$ cat config.mk
export PLATFORM = sky130hd
export DESIGN_NAME = tcpu_alu
export DESIGN_NICKNAME = d
export VERILOG_FILES = /design/src/tcpu_pkg.sv /design/src/tcpu_alu.sv
export SDC_FILE = /design/constraint.sdc
export NUM_CORES = 1
export LEC_CHECK = 0
export ABC_AREA = 1
export BUFFER_PORTS_ARGS = -buffer_cell sky130_fd_sc_hd__clkbuf_2
export CAP_MARGIN = 10
export CORE_MARGIN = 5
export CORE_UTILIZATION = 35
export DETAILED_ROUTE_END_ITERATION = 8
export PLACE_DENSITY = 0.55
export SYNTH_ARGS = -nofsm -noshare
export SYNTH_HDL_FRONTEND = slang
export SYNTH_SLANG_ARGS = --single-unit
export TNS_END_PERCENT = 50
$ cat constraint.sdc
create_clock -name vclk -period 3.2
set_clock_uncertainty 0.15 [all_clocks]
set_input_delay 0.32 -clock vclk [all_inputs]
set_output_delay 0.32 -clock vclk [all_outputs]
set_load 0.02 [all_outputs]
$ cat src/tcpu_pkg.sv
// Shared types, sizes and opcodes of the toy CPU execute unit.
// No dependencies; every other file of the block imports this package.
`default_nettype none

package tcpu_pkg;

  localparam int WORD_BITS = 16;
  localparam int REG_COUNT = 16;
  localparam int MEM_WORDS = 256;
  localparam int REG_AW    = $clog2(REG_COUNT);
  localparam int MEM_AW    = $clog2(MEM_WORDS);
  localparam int SH_BITS   = $clog2(WORD_BITS);
  localparam int PC_BITS   = 8;
  localparam int IMM_BITS  = 8;
  localparam int CMD_BITS  = 4;
  localparam int CYC_BITS  = 32;

  typedef logic [WORD_BITS-1:0] word_t;
  typedef logic [REG_AW-1:0]    reg_addr_t;
  typedef logic [MEM_AW-1:0]    mem_addr_t;
  typedef logic [PC_BITS-1:0]   pc_t;
  typedef logic [IMM_BITS-1:0]  imm_t;
  typedef logic [CYC_BITS-1:0]  cyc_t;

  // memory word that doubles as the I/O port
  localparam mem_addr_t PORT_ADDR = mem_addr_t'(MEM_WORDS - 1);
  localparam word_t     PORT_WORD = word_t'(MEM_WORDS - 1);
  // jal links into this register
  localparam reg_addr_t LINK_REG  = reg_addr_t'(REG_COUNT - 1);

  typedef enum logic [CMD_BITS-1:0] {
    OP_HALT   = 4'd0,
    OP_ADD    = 4'd1,
    OP_SUB    = 4'd2,
    OP_AND    = 4'd3,
    OP_XOR    = 4'd4,
    OP_SHL    = 4'd5,
    OP_SHR    = 4'd6,
    OP_LDA    = 4'd7,
    OP_LOAD   = 4'd8,
    OP_STORE  = 4'd9,
    OP_LOADI  = 4'd10,
    OP_STOREI = 4'd11,
    OP_JZER   = 4'd12,
    OP_JPOS   = 4'd13,
    OP_JREG   = 4'd14,
    OP_JAL    = 4'd15
  } op_e;

endpackage

`default_nettype wire

$ cat src/tcpu_alu.sv
// Register-to-register datapath of the toy CPU: add, sub, and, xor, shifts, lda.
// Depends on tcpu_pkg.
`default_nettype none

module tcpu_alu import tcpu_pkg::*; (
  input  op_e   op_i,
  input  word_t a_i,
  input  word_t b_i,
  input  imm_t  imm_i,
  output word_t res_o
);

  logic sh_over;

  // counts of a word or more clear everything
  assign sh_over = (b_i >= word_t'(WORD_BITS));

  always_comb begin
    unique case (op_i)
      OP_ADD:  res_o = a_i + b_i;
      OP_SUB:  res_o = a_i - b_i;
      OP_AND:  res_o = a_i & b_i;
      OP_XOR:  res_o = a_i ^ b_i;
      OP_SHL:  res_o = sh_over ? '0 : (a_i << b_i[SH_BITS-1:0]);
      OP_SHR:  res_o = sh_over ? '0 : (a_i >> b_i[SH_BITS-1:0]);
      OP_LDA:  res_o = {{(WORD_BITS-IMM_BITS){1'b0}}, imm_i};
      default: res_o = '0;
    endcase
  end

endmodule

`default_nettype wire

==> flow_summary.ini <==
[worst_setup_path]
start_kind = input pin
cp_max_fo = 4
crit_family = simple AND/OR/NAND/NOR gates
arrival_ps = 2620
path_class = in2out
cp_common_cell = nand2_1
endpoint_kind = primary output
critPathRequiredTime_ps = 2730
cp_slowest_stage_delay_ps = 290
crit_chain = buf_4 -> nor2_2 -> and2_4 -> nand4_1 -> o21ai_2 -> xnor2_1 -> inv_1 -> ha_4 -> nand2_1 -> inv_2 -> nand2_4 -> nor3_4 -> nand2_1 -> nand3_1 -> nand2_1 -> nand3_2 -> nand2_1 -> buf_6
worst-path-buf-inv = 4
cpMaxStageDelayCell = ha_4

[cells_and_area]
antenna_cells = 0
clockBufferCount = 0
register_area_sq_um = 0
nets = 817
final_util_pct = 44.0
syn_to_final_growth_pct = 23.1
multiInputGateArea_sq_um = 3110
n_fill_cell = 1047
drive_gt1_share_pct = 20.6
seq_cell_count = 0

[logic_synthesis]
synth_area_sq_um = 3310
synth_nets = 752
ys_types = 33
synth_area_leaders = nand2_1, nand3_1, ha_1
synth_seq_area_share_pct = 0
syn_area_per_cell_sq_um = 4.91
synthCells = 674
yosysTopAreaCell = nand2_1
yosysWarnings = 0
synth_top_area_share_pct = 28.1

[grt]
grtUsageMet3_pct = 1.02
grt_max_degree = 35
track_usage_pct = 21.0
grt_busiest_layer = met2
gr-total-overflow = 0
antenna_found_initial = 0
grt_pass1_wl_mm = 19.7
grt_pass1_vias = 4074
use_met2_pct = 36.2
gr-usage-met1_pct = 28.9

[cts]
cts_hold_buf = 0

[floorplanning]
die_y_microns = 107
start_util_pct = 35.8
ios = 60
std_cell_rows = 35
die_area_sq_um = 11500
dieWidth_microns = 107
coreArea_sq_um = 9240

[sta]
finalSetupTns_ps = 0
worstMarginPinSlew_ps = 556
slew_headroom_pct = 62.9
final_hold_viol_count = 0
rsz0062_at_grt = yes
setup_viol = 0
max_freq_mhz = 324
finalMaxSlewViolations = 0
period_needed_ps = 3090
period_share_pct = 96.6

[detailed_routing]
finalWirelength_mm = 12.7
drc = 0
ant_nets = 0
drt_iter0_drc = 205
num_vias = 4494
viasPerCell = 5.19
drtPass1Iterations = 5
wl_per_cell_microns = 14.7

[pwr]
p_per_area_nw_per_um2 = 157
p_leak_nw = 2.29
power_mw = 0.638
ir_drop_uv = 63.6

[place]
io_buffer_count = 60
place.gp.congestion = 0.956
dp_hpwl_mm = 10.6

[min_path]
hold_class = in2out

[job]
max-cap-violations = 0

[run_status]
outcome = completed
## metal layers
layer	vias to the layer above	routed length (microns)
met2	141	6170
met5	-	0
met3	19	628
li1	2309	-
met4	0	223
met1	2025	5690
## logic make-up (layout without fill, tap and decap cells)
family,Yosys count,in the layout,share of synthesized area [%]
buffers and inverters,101,164,12.4
adders and majority gates,34,34,13.1
xor gates and xnor gates,14,14,3.71
AOI/OAI and AO/OA,61,61,10.7
and+or+nand+nor,464,464,60.0
## metrics by stage
stage          worst slack (ps)  cells  cell area, sq um  hold slack (ps)
2_1_floorplan               217    674              3310              693
5_1_grt                   -65.4    866              4070              875
3_3_place_gp              -41.4    861              3800              836
6_report                    109    866              4070              833
3_5_place_dp               -101    861              3800              839
4_1_cts                    14.9    861              3800              841
## cells in the mapped netlist (all sizes together)
| cell | number |
|---|---|
| nor2 | 78 |
| nand3 | 117 |
| a21boi | 1 |
| inv | 81 |
| o21ai | 19 |
| fa | 1 |
| o211ai | 3 |
| xnor2 | 5 |
| and2 | 2 |
| o21a | 1 |
| nand2 | 252 |
| ha | 33 |
| a22o | 5 |
| o31ai | 1 |
| a221oi | 1 |
| clkbuf | 3 |
| nand3b | 5 |
| buf | 17 |
| a21oi | 27 |
| nor3 | 4 |
| or2 | 2 |
| a31oi | 2 |
| nand4 | 4 |
| xor2 | 9 |
| a211oi | 1 |
## final timing paths
path	from	end	slack, ps	depth (start not counted)
worst max-delay path	b_i[4]	res_o[15]	110	18
worst min-delay path	imm_i[0]	res_o[0]	830	4
## what timing repair did
| item | 4_1_cts | 5_1_grt |
|---|---|---|
| gates resized for setup | 3 | 73 |
| hold endpoints to repair | 0 | 0 |
| setup endpoints to repair | 4 | 12 |
| pin swaps | 0 | 23 |
| buffers inserted | 0 | 5 |
## report_power, final
part	internal [mW]	leakage (nW)	switching, mW	total (mW)
Clock	0	0	0	0
Combinational	0.231	2.29	0.407	0.638
Sequential	0	0	0	0
Total	0.231	2.29	0.407	0.638
## area by class of cell
| class | count | share of cell area, % |
|---|---|---|
| multi-input cells | 573 | 76.3 |
| repair buffers | 83 | 12.1 |
| inverters | 81 | 7.65 |
| well taps | 129 | 3.97 |
## cell usage in the layout, fill, tap and decap left out, types with 4 or more instances in the layout
cell type,instances
clkbuf_2,51
o21ai_0,13
xor2_1,9
nand3_1,112
nand2_2,10
nand3b_1,5
nor2_1,59
nor2_2,16
ha_4,4
buf_4,28
nand4_1,4
nand3_2,5
ha_1,27
o21ai_2,5
a21oi_1,21
a22o_1,5
nand2_1,240
inv_2,7
a21oi_2,5
inv_1,71
xnor2_1,5
(Power assumes the default switching activity.)
